`src/rtl/itba_pkg.sv`:
```
`default_nettype none
package itba_pkg;

  localparam logic [15:0] QUARTER = 16'h4000;
  localparam logic [15:0] HALF    = 16'h8000;
  localparam logic [63:0] TWO_PI_Q30 = 64'd6746518852;

  localparam logic [1:0] KIND_ASIN = 2'd0;
  localparam logic [1:0] KIND_ACOS = 2'd1;
  localparam logic [1:0] KIND_ATAN = 2'd2;

  // Per-item control that travels beside the arithmetic.
  typedef struct packed {
    logic [1:0]  kind;
    logic        vneg;
    logic        cneg;
    logic        sneg;
    logic        use_sin;
    logic        zero;
    logic [17:0] vmag;
  } itba_ctl_t;

  // Folding decisions for the table stage.
  typedef struct packed {
    logic acos_sel;
    logic neg;
    logic sat;
    logic post_neg;
    logic force_zero;
  } itba_fold_t;

  // Sine of a quarter-turn angle in Q30, Taylor series; elaboration only.
  function automatic logic [63:0] sine_q30(input logic [15:0] a);
    logic [63:0] x;
    logic [63:0] x2;
    logic [63:0] term;
    logic [63:0] sum;
    x = (64'(a) * TWO_PI_Q30) >> 16;
    x2 = (x * x) >> 30;
    term = x;
    sum = x;
    for (int n = 1; n <= 12; n++) begin
      term = ((term * x2) >> 30) / 64'((2 * n) * (2 * n + 1));
      if (n[0]) sum = sum - term;
      else sum = sum + term;
    end
    return sum;
  endfunction

  function automatic logic [15:0] asin_entry(input int i, input int n);
    int k;
    logic [15:0] lo;
    logic [15:0] hi;
    logic [15:0] mid;
    logic [63:0] target;
    k = (i >= n) ? n - 1 : i;
    target = 64'(k) << 30;
    lo = 16'd0;
    hi = QUARTER;
    while (lo < hi) begin
      mid = 16'((32'(lo) + 32'(hi) + 32'd1) >> 1);
      if (sine_q30(mid) * 64'(n) <= target) lo = mid;
      else hi = mid - 16'd1;
    end
    return lo;
  endfunction

  function automatic logic [15:0] acos_entry(input int i, input int n);
    int k;
    k = (i >= n) ? n - 1 : i;
    if (k == 0) return QUARTER;
    return QUARTER - 16'd1 - asin_entry(k, n);
  endfunction

endpackage
`default_nettype wire

```
`src/rtl/itba_div.sv`:
```
`default_nettype none
module itba_div (
  input  wire logic                 clk,
  input  wire logic                 rst_n,
  input  wire logic                 en,
  input  wire logic                 in_valid,
  input  wire itba_pkg::itba_ctl_t  in_ctl,
  input  wire logic [31:0]          in_root,
  input  wire logic [31:0]          in_part,
  output logic                      out_valid,
  output itba_pkg::itba_ctl_t       out_ctl,
  output logic [16:0]               out_ratio
);

  // The part never exceeds the root, so the 1.16 ratio fits in 17 bits.
  localparam int DivSteps = 17;
  localparam int PerStage = 2;
  localparam int NumStages = (DivSteps + PerStage - 1) / PerStage;

  logic                v_r    [0:NumStages-1];
  itba_pkg::itba_ctl_t ctl_r  [0:NumStages-1];
  logic [31:0]         den_r  [0:NumStages-1];
  logic [32:0]         rem_r  [0:NumStages-1];
  logic [16:0]         lo_r   [0:NumStages-1];
  logic [16:0]         quo_r  [0:NumStages-1];

  logic                v_in   [0:NumStages];
  itba_pkg::itba_ctl_t ctl_in [0:NumStages];
  logic [31:0]         den_in [0:NumStages];
  logic [32:0]         rem_in [0:NumStages];
  logic [16:0]         lo_in  [0:NumStages];
  logic [16:0]         quo_in [0:NumStages];

  assign v_in[0]   = in_valid;
  assign ctl_in[0] = in_ctl;
  assign den_in[0] = in_root;
  assign rem_in[0] = {2'b00, in_part[31:1]};
  assign lo_in[0]  = {in_part[0], 16'd0};
  assign quo_in[0] = '0;

  for (genvar k = 0; k < NumStages; k++) begin : g_stage
    logic [32:0] rem_nxt;
    logic [16:0] lo_nxt;
    logic [16:0] quo_nxt;

    always_comb begin
      rem_nxt = rem_in[k];
      lo_nxt  = lo_in[k];
      quo_nxt = quo_in[k];
      for (int j = 0; j < PerStage; j++) begin
        if (k * PerStage + j < DivSteps) begin
          rem_nxt = {rem_nxt[31:0], lo_nxt[16]};
          lo_nxt  = {lo_nxt[15:0], 1'b0};
          if (rem_nxt >= {1'b0, den_in[k]}) begin
            rem_nxt = rem_nxt - {1'b0, den_in[k]};
            quo_nxt = {quo_nxt[15:0], 1'b1};
          end else begin
            quo_nxt = {quo_nxt[15:0], 1'b0};
          end
        end
      end
    end

    always_ff @(posedge clk) begin
      if (!rst_n) begin
        v_r[k] <= 1'b0;
      end else if (en) begin
        v_r[k] <= v_in[k];
      end
    end

    always_ff @(posedge clk) begin
      if (en) begin
        ctl_r[k] <= ctl_in[k];
        den_r[k] <= den_in[k];
        rem_r[k] <= rem_nxt;
        lo_r[k]  <= lo_nxt;
        quo_r[k] <= quo_nxt;
      end
    end

    assign v_in[k+1]   = v_r[k];
    assign ctl_in[k+1] = ctl_r[k];
    assign den_in[k+1] = den_r[k];
    assign rem_in[k+1] = rem_r[k];
    assign lo_in[k+1]  = lo_r[k];
    assign quo_in[k+1] = quo_r[k];
  end

  assign out_valid = v_in[NumStages];
  assign out_ctl   = ctl_in[NumStages];
  assign out_ratio = quo_in[NumStages];

endmodule
`default_nettype wire

```
`config.mk`:
```
export PLATFORM = sky130hd
export DESIGN_NAME = itba_div
export DESIGN_NICKNAME = d
export VERILOG_FILES = /design/src/rtl/itba_pkg.sv /design/src/rtl/itba_div.sv
export SDC_FILE = /design/constraint.sdc
export NUM_CORES = 2
export LEC_CHECK = 0
export BUFFER_PORTS_ARGS = -buffer_cell sky130_fd_sc_hd__buf_4
export CAP_MARGIN = 20
export CORE_MARGIN = 5
export CORE_UTILIZATION = 58
export DETAILED_ROUTE_END_ITERATION = 8
export GPL_TIMING_DRIVEN = 0
export PLACE_DENSITY = 0.78
export SYNTH_ARGS = -nofsm -noshare
export SYNTH_HDL_FRONTEND = slang
export SYNTH_SLANG_ARGS = --single-unit
```
`constraint.sdc`:
```
create_clock -name clk -period 6.3 [get_ports clk]
set_clock_uncertainty 0.05 [all_clocks]
set_input_delay 1.26 -clock clk [delete_from_list [all_inputs] [get_ports clk]]
set_output_delay 1.26 -clock clk [all_outputs]
set_load 0.02 [all_outputs]
```
==> results.toml <==
[setup_path]
arrival_ps = 6650
path_class = "in -> reg"
crit_path_end_kind = "register"
worst_ep_required_time_ps = 6680
worst-path-max-fanout = 10
startpoint_type = "input port"

[die]
io-pin-count = 136
die_w_um = 327.0
dieArea_um2 = 107000
core_area_um2 = 100000
start_util_pct = 58.30
die_h_um = 327.0
rows = 116

[global_routing]
antenna_found_initial = 0
grt.overflow.total = 0
grtUsageTotal_pct = 27.82
grt_pass1_vias = 45190
grt_max_degree = 137
grt_pass1_wl_um = 236000

[timing]
slew_violations = 0
worst_pin_slew_ps = 981.9
hold_violations = 0
period_share_pct = 99.40
max_slew_margin_pct = 33.68
max_freq_mhz = 159.7
finalWorstSetupSlack_ps = 37.62
fin_crit_ps = 6262
final-setup-viol-count = 0

[cells_and_area]
n_fill_cell = 7629
final_common_cell = "edfxtp_1"
final_cell_mix = "edfxtp_1 (834), ha_1 (479), a21oi_1 (457)"
stdcell_area_um2 = 67470
fin_nets = 6653
areaGrowthSynthToFinish_pct = 15.74
drive_above_1_share_pct = 18.53

[placed_design]
dp_hpwl_um = 119900
dp_slack_ps = -2557
numPortBuffers = 135
place_area_um2 = 61220
gp_congestion = 1.016

[cts]
root_buffer = "clkbuf_16"
cts_buffers = 88
worstSkewPairLatency_ps = 690
cts_hold_buffers = 0
clockBufferDepth = 3
cts.sink_count = 835
clkTransAtPathRegs_ps = 60
cts_tree = "done"
cts-htree-levels = 3

[synthesis]
async_reset_ff_share_pct = 0
syn-num-nets = 6279
synth_seq_cells = 835
syn_area_um2 = 58300
syn_inst = 5641
synth_edf_count = 834
synth_top_flop_cell = "edfxtp_1"
yosys_warnings = 0
seq_area_frac_synth_pct = 42.99
syn_avg_cell_area_um2 = 10.34
ys_types = 91

[drt]
vias_per_cell = 6.031
firstDrtPassIters = 6
routed_wl_um = 155300
drc = 0
vias = 44510
ant_nets = 0
wl_per_cell_um = 21.04
drtIter0Drc = 2545

[min_path]
hp-class = "reg -> reg"

[run]
drv_cap = 0

[status]
outcome = "complete, no violations"
[timing repair]
item,in CTS,in global routing
buffers inserted,81,68
resized for setup,294,227
setup endpoints to repair,264,253
endpoints found under the hold margin,0,0
gates cloned,1,7
pin swaps,71,81
[through the flow]
stage	utilization, %	hold slack (ps)	setup TNS (ps)	cells
2_1_floorplan	-	350.3	0	5641
3_3_place_gp	61.01	350.0	-2718840	7074
3_5_place_dp	61.22	354.5	-489910	7087
4_1_cts	65.94	363.6	0	7311
5_1_grt	67.47	372.7	-2381	7379
6_report	67.47	360.7	0	7380
[path summary, 6_finish.rpt]
| check | slack, ps | cells after the start | start | end |
|---|---|---|---|---|
| worst max register to register | 40 | 22 | den_r[0][128]$_DFFE_PP_ | rem_r[0][191]$_DFFE_PP_ |
| worst max-delay path | 40 | 28 | in_part[0] | rem_r[0][4]$_DFFE_PP_ |
| worst min register to register | 360 | 0 | ctl_r[0][79]$_DFFE_PP_ | ctl_r[0][104]$_DFFE_PP_ |
| worst min-delay path | 360 | 0 | ctl_r[0][79]$_DFFE_PP_ | ctl_r[0][104]$_DFFE_PP_ |
[routing by layer]
layer | share of wire (%) | up-vias | global-route usage [%]
met5 | 0 | - | 0
met4 | 9.4 | 0 | 22.24
met3 | 3.0 | 539 | 2.935
met2 | 53 | 1178 | 53.78
met1 | 34 | 20970 | 26.43
li1 | - | 21820 | -
[synthesized netlist by cell type, drive strengths merged (98+ instances only)]
cell    instances  area share (%)
edfxtp        834              43
ha            536              12
a21oi         491             4.2
inv           437             2.8
nand2         370             2.4
o21ai         360             3.1
nor2          347             2.2
mux2          307             5.9
xnor2         277             4.2
a21o          197             2.5
xor2          125             1.9
nand3         105            0.90
nor3           98            0.85
[cell type report]
type	count	area [µm²]	area share (%)
Antenna cell	1	2.502	0.003709
Buffer	115	1005	1.489
Clock buffer	108	2318	3.436
Clock inverter	48	511.7	0.7584
Inverter	437	1658	2.457
Multi-Input combinational cell	4233	32710	48.48
Sequential cell	835	25060	37.15
Tap cell	1298	1624	2.407
Timing Repair Buffer	305	2581	3.825
[registers in the layout, indices dropped and copies added, names as in the netlist]
register  cells
ctl_r       225
den_r       256
v_r           9
quo_r        89
rem_r       256
[cell families after synthesis]
logic type | after synthesis | synth area share [%]
compound gates | 1622 | 17.78
xor+xnor | 402 | 6.039
fa+ha+maj | 545 | 11.81
buf+inv | 573 | 3.996
flops | 835 | 42.99
mux | 331 | 6.342
simple gates | 1333 | 11.04
[critical path: stages]
cell       delay (ps)
buf_4             120
inv_1              50
ha_2              170
inv_1              60
fa_2              400
a211oi_4          300
o21ai_2           100
a21oi_2           270
nor2_4             80
o21ai_4           220
a21oi_2            80
o22a_4            240
buf_8             150
buf_8             150
a21oi_4           210
ha_4              230
nor2b_1           120
o21ai_1           180
a21o_1            210
a21oi_4           100
a21oi_4           300
o21bai_4          100
a221o_1           380
and4_4            220
a211oi_4          240
buf_6             200
clkbuf_16         160
mux2_2            330
Power is not shown: default switching activity piles up to over one toggle a cycle in this logic, so the estimate is an artifact.
