===== config.mk =====
export PLATFORM = sky130hd
export DESIGN_NAME = itba_sqrt
export DESIGN_NICKNAME = d
export VERILOG_FILES = /design/src/rtl/itba_pkg.sv /design/src/rtl/itba_sqrt.sv
export SDC_FILE = /design/constraint.sdc
export NUM_CORES = 2
export LEC_CHECK = 0
export BUFFER_PORTS_ARGS = -buffer_cell sky130_fd_sc_hd__buf_2
export CAP_MARGIN = 20
export CORE_ASPECT_RATIO = 0.9
export CORE_UTILIZATION = 60
export DETAILED_ROUTE_END_ITERATION = 8
export HOLD_SLACK_MARGIN = 0.03
export PLACE_DENSITY_LB_ADDON = 0.25
export SYNTH_ARGS = -nofsm -noshare
export SYNTH_HDL_FRONTEND = slang
export SYNTH_SLANG_ARGS = --single-unit

===== constraint.sdc =====
create_clock -name clk -period 9.15 [get_ports clk]
set_clock_uncertainty 0.1 [all_clocks]
set_input_delay 0.4575 -clock clk [delete_from_list [all_inputs] [get_ports clk]]
set_output_delay 0.4575 -clock clk [all_outputs]
set_load 0.05 [all_outputs]

===== src/rtl/itba_pkg.sv =====
`default_nettype none
package itba_pkg;

  localparam logic [15:0] QUARTER = 16'h4000;
  localparam logic [15:0] HALF    = 16'h8000;
  localparam logic [63:0] TWO_PI_Q30 = 64'd6746518852;

  localparam logic [1:0] KIND_ASIN = 2'd0;
  localparam logic [1:0] KIND_ACOS = 2'd1;
  localparam logic [1:0] KIND_ATAN = 2'd2;

  // Per-item control that travels beside the arithmetic.
  typedef struct packed {
    logic [1:0]  kind;
    logic        vneg;
    logic        cneg;
    logic        sneg;
    logic        use_sin;
    logic        zero;
    logic [17:0] vmag;
  } itba_ctl_t;

  // Folding decisions for the table stage.
  typedef struct packed {
    logic acos_sel;
    logic neg;
    logic sat;
    logic post_neg;
    logic force_zero;
  } itba_fold_t;

  // Sine of a quarter-turn angle in Q30, Taylor series; elaboration only.
  function automatic logic [63:0] sine_q30(input logic [15:0] a);
    logic [63:0] x;
    logic [63:0] x2;
    logic [63:0] term;
    logic [63:0] sum;
    x = (64'(a) * TWO_PI_Q30) >> 16;
    x2 = (x * x) >> 30;
    term = x;
    sum = x;
    for (int n = 1; n <= 12; n++) begin
      term = ((term * x2) >> 30) / 64'((2 * n) * (2 * n + 1));
      if (n[0]) sum = sum - term;
      else sum = sum + term;
    end
    return sum;
  endfunction

  function automatic logic [15:0] asin_entry(input int i, input int n);
    int k;
    logic [15:0] lo;
    logic [15:0] hi;
    logic [15:0] mid;
    logic [63:0] target;
    k = (i >= n) ? n - 1 : i;
    target = 64'(k) << 30;
    lo = 16'd0;
    hi = QUARTER;
    while (lo < hi) begin
      mid = 16'((32'(lo) + 32'(hi) + 32'd1) >> 1);
      if (sine_q30(mid) * 64'(n) <= target) lo = mid;
      else hi = mid - 16'd1;
    end
    return lo;
  endfunction

  function automatic logic [15:0] acos_entry(input int i, input int n);
    int k;
    k = (i >= n) ? n - 1 : i;
    if (k == 0) return QUARTER;
    return QUARTER - 16'd1 - asin_entry(k, n);
  endfunction

endpackage
`default_nettype wire


===== src/rtl/itba_sqrt.sv =====
`default_nettype none
module itba_sqrt (
  input  wire logic                 clk,
  input  wire logic                 rst_n,
  input  wire logic                 en,
  input  wire logic                 in_valid,
  input  wire itba_pkg::itba_ctl_t  in_ctl,
  input  wire logic [63:0]          in_sumsq,
  input  wire logic [31:0]          in_part,
  output logic                      out_valid,
  output itba_pkg::itba_ctl_t       out_ctl,
  output logic [31:0]               out_root,
  output logic [31:0]               out_part
);

  // Two result bits per stage, thirty-two bits in all.
  localparam int PerStage = 2;
  localparam int NumStages = 32 / PerStage;

  logic                v_r    [0:NumStages-1];
  itba_pkg::itba_ctl_t ctl_r  [0:NumStages-1];
  logic [31:0]         part_r [0:NumStages-1];
  logic [63:0]         rad_r  [0:NumStages-1];
  logic [35:0]         rem_r  [0:NumStages-1];
  logic [31:0]         root_r [0:NumStages-1];

  logic                v_in    [0:NumStages];
  itba_pkg::itba_ctl_t ctl_in  [0:NumStages];
  logic [31:0]         part_in [0:NumStages];
  logic [63:0]         rad_in  [0:NumStages];
  logic [35:0]         rem_in  [0:NumStages];
  logic [31:0]         root_in [0:NumStages];

  assign v_in[0]    = in_valid;
  assign ctl_in[0]  = in_ctl;
  assign part_in[0] = in_part;
  assign rad_in[0]  = in_sumsq;
  assign rem_in[0]  = '0;
  assign root_in[0] = '0;

  for (genvar k = 0; k < NumStages; k++) begin : g_stage
    logic [63:0] rad_nxt;
    logic [35:0] rem_nxt;
    logic [31:0] root_nxt;

    always_comb begin
      logic [35:0] trial;
      rad_nxt  = rad_in[k];
      rem_nxt  = rem_in[k];
      root_nxt = root_in[k];
      for (int j = 0; j < PerStage; j++) begin
        rem_nxt = {rem_nxt[33:0], rad_nxt[63:62]};
        trial = {2'b00, root_nxt, 2'b01};
        if (rem_nxt >= trial) begin
          rem_nxt  = rem_nxt - trial;
          root_nxt = {root_nxt[30:0], 1'b1};
        end else begin
          root_nxt = {root_nxt[30:0], 1'b0};
        end
        rad_nxt = {rad_nxt[61:0], 2'b00};
      end
    end

    always_ff @(posedge clk) begin
      if (!rst_n) begin
        v_r[k] <= 1'b0;
      end else if (en) begin
        v_r[k] <= v_in[k];
      end
    end

    always_ff @(posedge clk) begin
      if (en) begin
        ctl_r[k]  <= ctl_in[k];
        part_r[k] <= part_in[k];
        rad_r[k]  <= rad_nxt;
        rem_r[k]  <= rem_nxt;
        root_r[k] <= root_nxt;
      end
    end

    assign v_in[k+1]    = v_r[k];
    assign ctl_in[k+1]  = ctl_r[k];
    assign part_in[k+1] = part_r[k];
    assign rad_in[k+1]  = rad_r[k];
    assign rem_in[k+1]  = rem_r[k];
    assign root_in[k+1] = root_r[k];
  end

  assign out_valid = v_in[NumStages];
  assign out_ctl   = ctl_in[NumStages];
  assign out_root  = root_in[NumStages];
  assign out_part  = part_in[NumStages];

endmodule
`default_nettype wire


==> flow_summary.yaml <==
run_status:
  outcome: "finished, final reports clean"
clocking:
  cts_max_path_buffers: 3
  clkSinkCount: 2167
  clkLatencyLatePin_ns: 0.88
  postCtsSetupRepairBufs: 0
  cts_tree: "yes"
  root_buffer: "clkbuf_16"
  cts_buffers: 212
  path_clk_slew_ns: 0.06
  htree_levels: 4
  ctsResizeCount: 0
sta:
  rsz0062_at_grt: "false"
  finalSetupViolCount: 0
  period_share_pct: 84.9
  slew_violations: 0
  maxSlewHeadroom_pct: 26.5
  fmaxAchievable_mhz: 129
  hold_violations: 0
  period_needed_ns: 7.77
  fin_setup_tns_ns: 0
  holdWs_ns: 0.181
  worst_slew_pin_slew_ns: 1.09
final_layout:
  drive_above_1_share_pct: 8.18
  stdcell_count: 11927
  final_nets: 10034
  multi_input_area_sq_um: 41300
  antenna_cells: 0
  fillers: 12961
  area_growth_pct: 10.8
  seq_area_sq_um: 65100
run:
  maxCapViolations: 0
grt:
  grt_pass1_wl_microns: 386000
  grt_pass1_vias: 69226
  grt-ovfl-total: 0
  grt_max_degree: 208
  antenna_found_initial: 5
  grtUsageTotal_pct: 26.6
power:
  p_per_area_nw_per_um2: 283
  power_switching_w: 0.0118
  p_sw_share_pct: 34.5
  comb_power_share_pct: 34.4
  clkPwrFrac_pct: 26.2
  p_seq_share_pct: 39.4
  vdd_ir_drop_max_v: 0.000220
  p_leak_nw: 46.1
  power.total_w: 0.0343
  p_int_w: 0.0225
yosys:
  synth-edff-count: 2166
  synth_top_cell_area_share_pct: 59.4
  ys.warnings.count: 0
  synth.avg_cell_area_sq_um: 12.1
  synth-seq-cells: 2167
  syn_area_sq_um: 109000
  synth_seq_area_share_pct: 59.4
  synth_top_flop_cell: "edfxtp_1"
  synth_cells: 9032
  synthTopCellsByArea: "edfxtp_1, ha_1, xnor2_1"
  synth.distinct_cells: 110
  async_flop_share_pct: 0
  yosys.area.top_type: "edfxtp_1"
die:
  die_area_sq_um: 184000
  start_util_pct: 60.5
  die_w_microns: 452
  core-area_sq_um: 181000
  ios: 215
  std_cell_rows: 148
  die_h_microns: 407
placement:
  dp.cells: 11407
  place_congestion: 0.940
  dp.final_hpwl_microns: 178000
  io_buffers: 214
route:
  avgRoutedWirePerCell_microns: 21.0
  antenna_left: 0
  drtPass1Iterations: 7
  drtIter0Drc: 7278
  drc: 0
  viasPerCell: 6.06
  num_vias: 72234
  routed_wl_microns: 250000
critical_path:
  rrSetupSlack_ns: 1.38
  path_max_fanout: 32
  worstPathRequired_ns: 9.64
  cp.arrival_ns: 8.25
  crit_type: "reg2reg"
  reg2regPathDepth: 22
  worstSetupStartpointType: "register"
  worstReg2RegStart: "root_r[1][153]"
  endpoint_kind: "register"
  timing.rr.end: "rem_r[1][187]"
worst_hold_path:
  hp-class: "in2reg"
  hold_end: "rad_r[0][53]"
  hold_path_depth: 2
  worstHoldStart: "in_sumsq[53]"
## routing by layer
metal  track usage, %  wire length [microns]  vias to the layer above
li1                 -                      -                    34397
met5                0                      0                        -
met2             42.5                 116000                     2667
met4             8.52                   8000                        0
met1             37.6                 109000                    34699
met3             3.95                  17200                      471
## sequential cells by signal, summed over array words and instances (netlist names)
name	flops
part_r	512
root_r	272
rem_r	487
ctl_r	400
rad_r	480
v_r	16
## synthesized netlist by cell type, types with 135 or more instances
| master | n |
|---|---|
| a21o_1 | 282 |
| a21oi_1 | 621 |
| clkbuf_1 | 190 |
| edfxtp_1 | 2166 |
| ha_1 | 558 |
| inv_1 | 462 |
| nand2_1 | 716 |
| nand3_1 | 182 |
| nand4_1 | 135 |
| nor2_1 | 554 |
| nor3_1 | 196 |
| o21ai_0 | 502 |
| xnor2_1 | 474 |
| xor2_1 | 309 |
## cell families (layout without fill, tap and decap cells)
logic type	count (synthesis)	in the layout	share of synthesized area (%)
buffers and inverters	760	1253	2.85
flip-flops	2167	2167	59.4
other	1	3	0.00343
adder cells (fa/ha/maj)	558	558	6.38
multiplexers	128	128	1.30
XOR/XNOR	783	783	6.27
AO/OA/AOI/OAI	2079	2079	12.0
AND/OR/NAND/NOR	2556	2556	11.8
## cells in the final DEF, fill, tap and decap left out, types with 28 or more instances in the layout
cell type	count
edfxtp_1	2166
and3_1	88
clkbuf_16	216
o21ai_0	502
buf_4	35
mux2_2	93
and2_1	59
nor4_1	77
nor3_1	196
o21a_1	80
ha_1	558
buf_2	213
clkinv_1	41
clkbuf_1	38
dlygate4sd3_1	127
nor2_1	553
bufinv_16	28
nand4_1	135
a21o_1	282
a31oi_1	66
xnor2_1	474
or2_2	37
nand2_1	716
xor2_1	309
o31ai_1	44
or3_1	75
nor2b_1	91
a21oi_1	621
or4_1	48
clkinv_2	29
and4_1	41
nand3_1	182
mux2i_1	31
inv_1	462
o211ai_1	48
o21bai_1	66
nor3b_1	30
nand2b_1	108
a211oi_1	56
## layout make-up
cell class                 count  area share, %
sequential                  2167           53.6
multi-input combinational   6107           34.1
clock buffer                 254           4.57
tap                         2400           2.48
timing repair buffer         391           2.40
inverter                     472           1.47
clock inverter               136           1.39
## power groups by stage
stage               clock (W)  combinational (W)  sequential, W
finish                0.00899             0.0118         0.0135
global route          0.00954             0.0129         0.0136
CTS                   0.00916             0.0116         0.0135
detailed placement          0             0.0115         0.0137
global placement            0             0.0113         0.0136
floorplan                   0            0.00875         0.0132
## worst max path at each step
stage | from | to | slack (ns) | cells after the start
final | root_r[1][153] | rem_r[1][187] | 1.38 | 22
after global routing | root_r[1][51] | rem_r[1][99] | 0.92 | 24
after CTS | root_r[1][153] | rem_r[1][191] | 1.40 | 22
after detailed placement | root_r[1][153] | rem_r[1][191] | 1.49 | 22
after global placement | root_r[1][51] | rem_r[1][99] | 1.57 | 24
after floorplan | rem_r[1][113] | rem_r[1][145] | 2.64 | 26
## critical path: stages (launching register included)
cell	delay (ns)
edfxtp_1	0.48
inv_1	0.12
ha_1	0.45
nand3_1	0.27
nor3_1	0.67
a31oi_1	0.17
o2111ai_1	0.30
or3_1	0.24
inv_1	0.21
and2_1	0.24
a31o_2	0.24
ha_1	0.33
a21o_1	0.19
a21o_1	0.20
a21o_1	0.19
a21o_1	0.19
a21oi_1	0.24
a21boi_0	0.43
a31oi_1	0.26
nor4bb_1	0.31
nand4b_1	0.78
buf_4	0.56
mux2_2	0.32
## per-stage QoR
step	setup WS, ns	cell area, sq um	util, %
5_1_grt	0.917	121000	67.1
3_3_place_gp	1.57	113000	62.3
6_report	1.38	121000	67.1
4_1_cts	1.40	121000	67.0
2_1_floorplan	2.64	109000	-
3_5_place_dp	1.49	113000	62.3
## what timing repair did
| item | CTS | global route |
|---|---|---|
| setup endpoints to repair | 0 | 0 |
| hold buffers | 127 | 0 |
| hold endpoints to repair | 262 | 0 |
No activity file was read; power rests on OpenSTA's default activity.
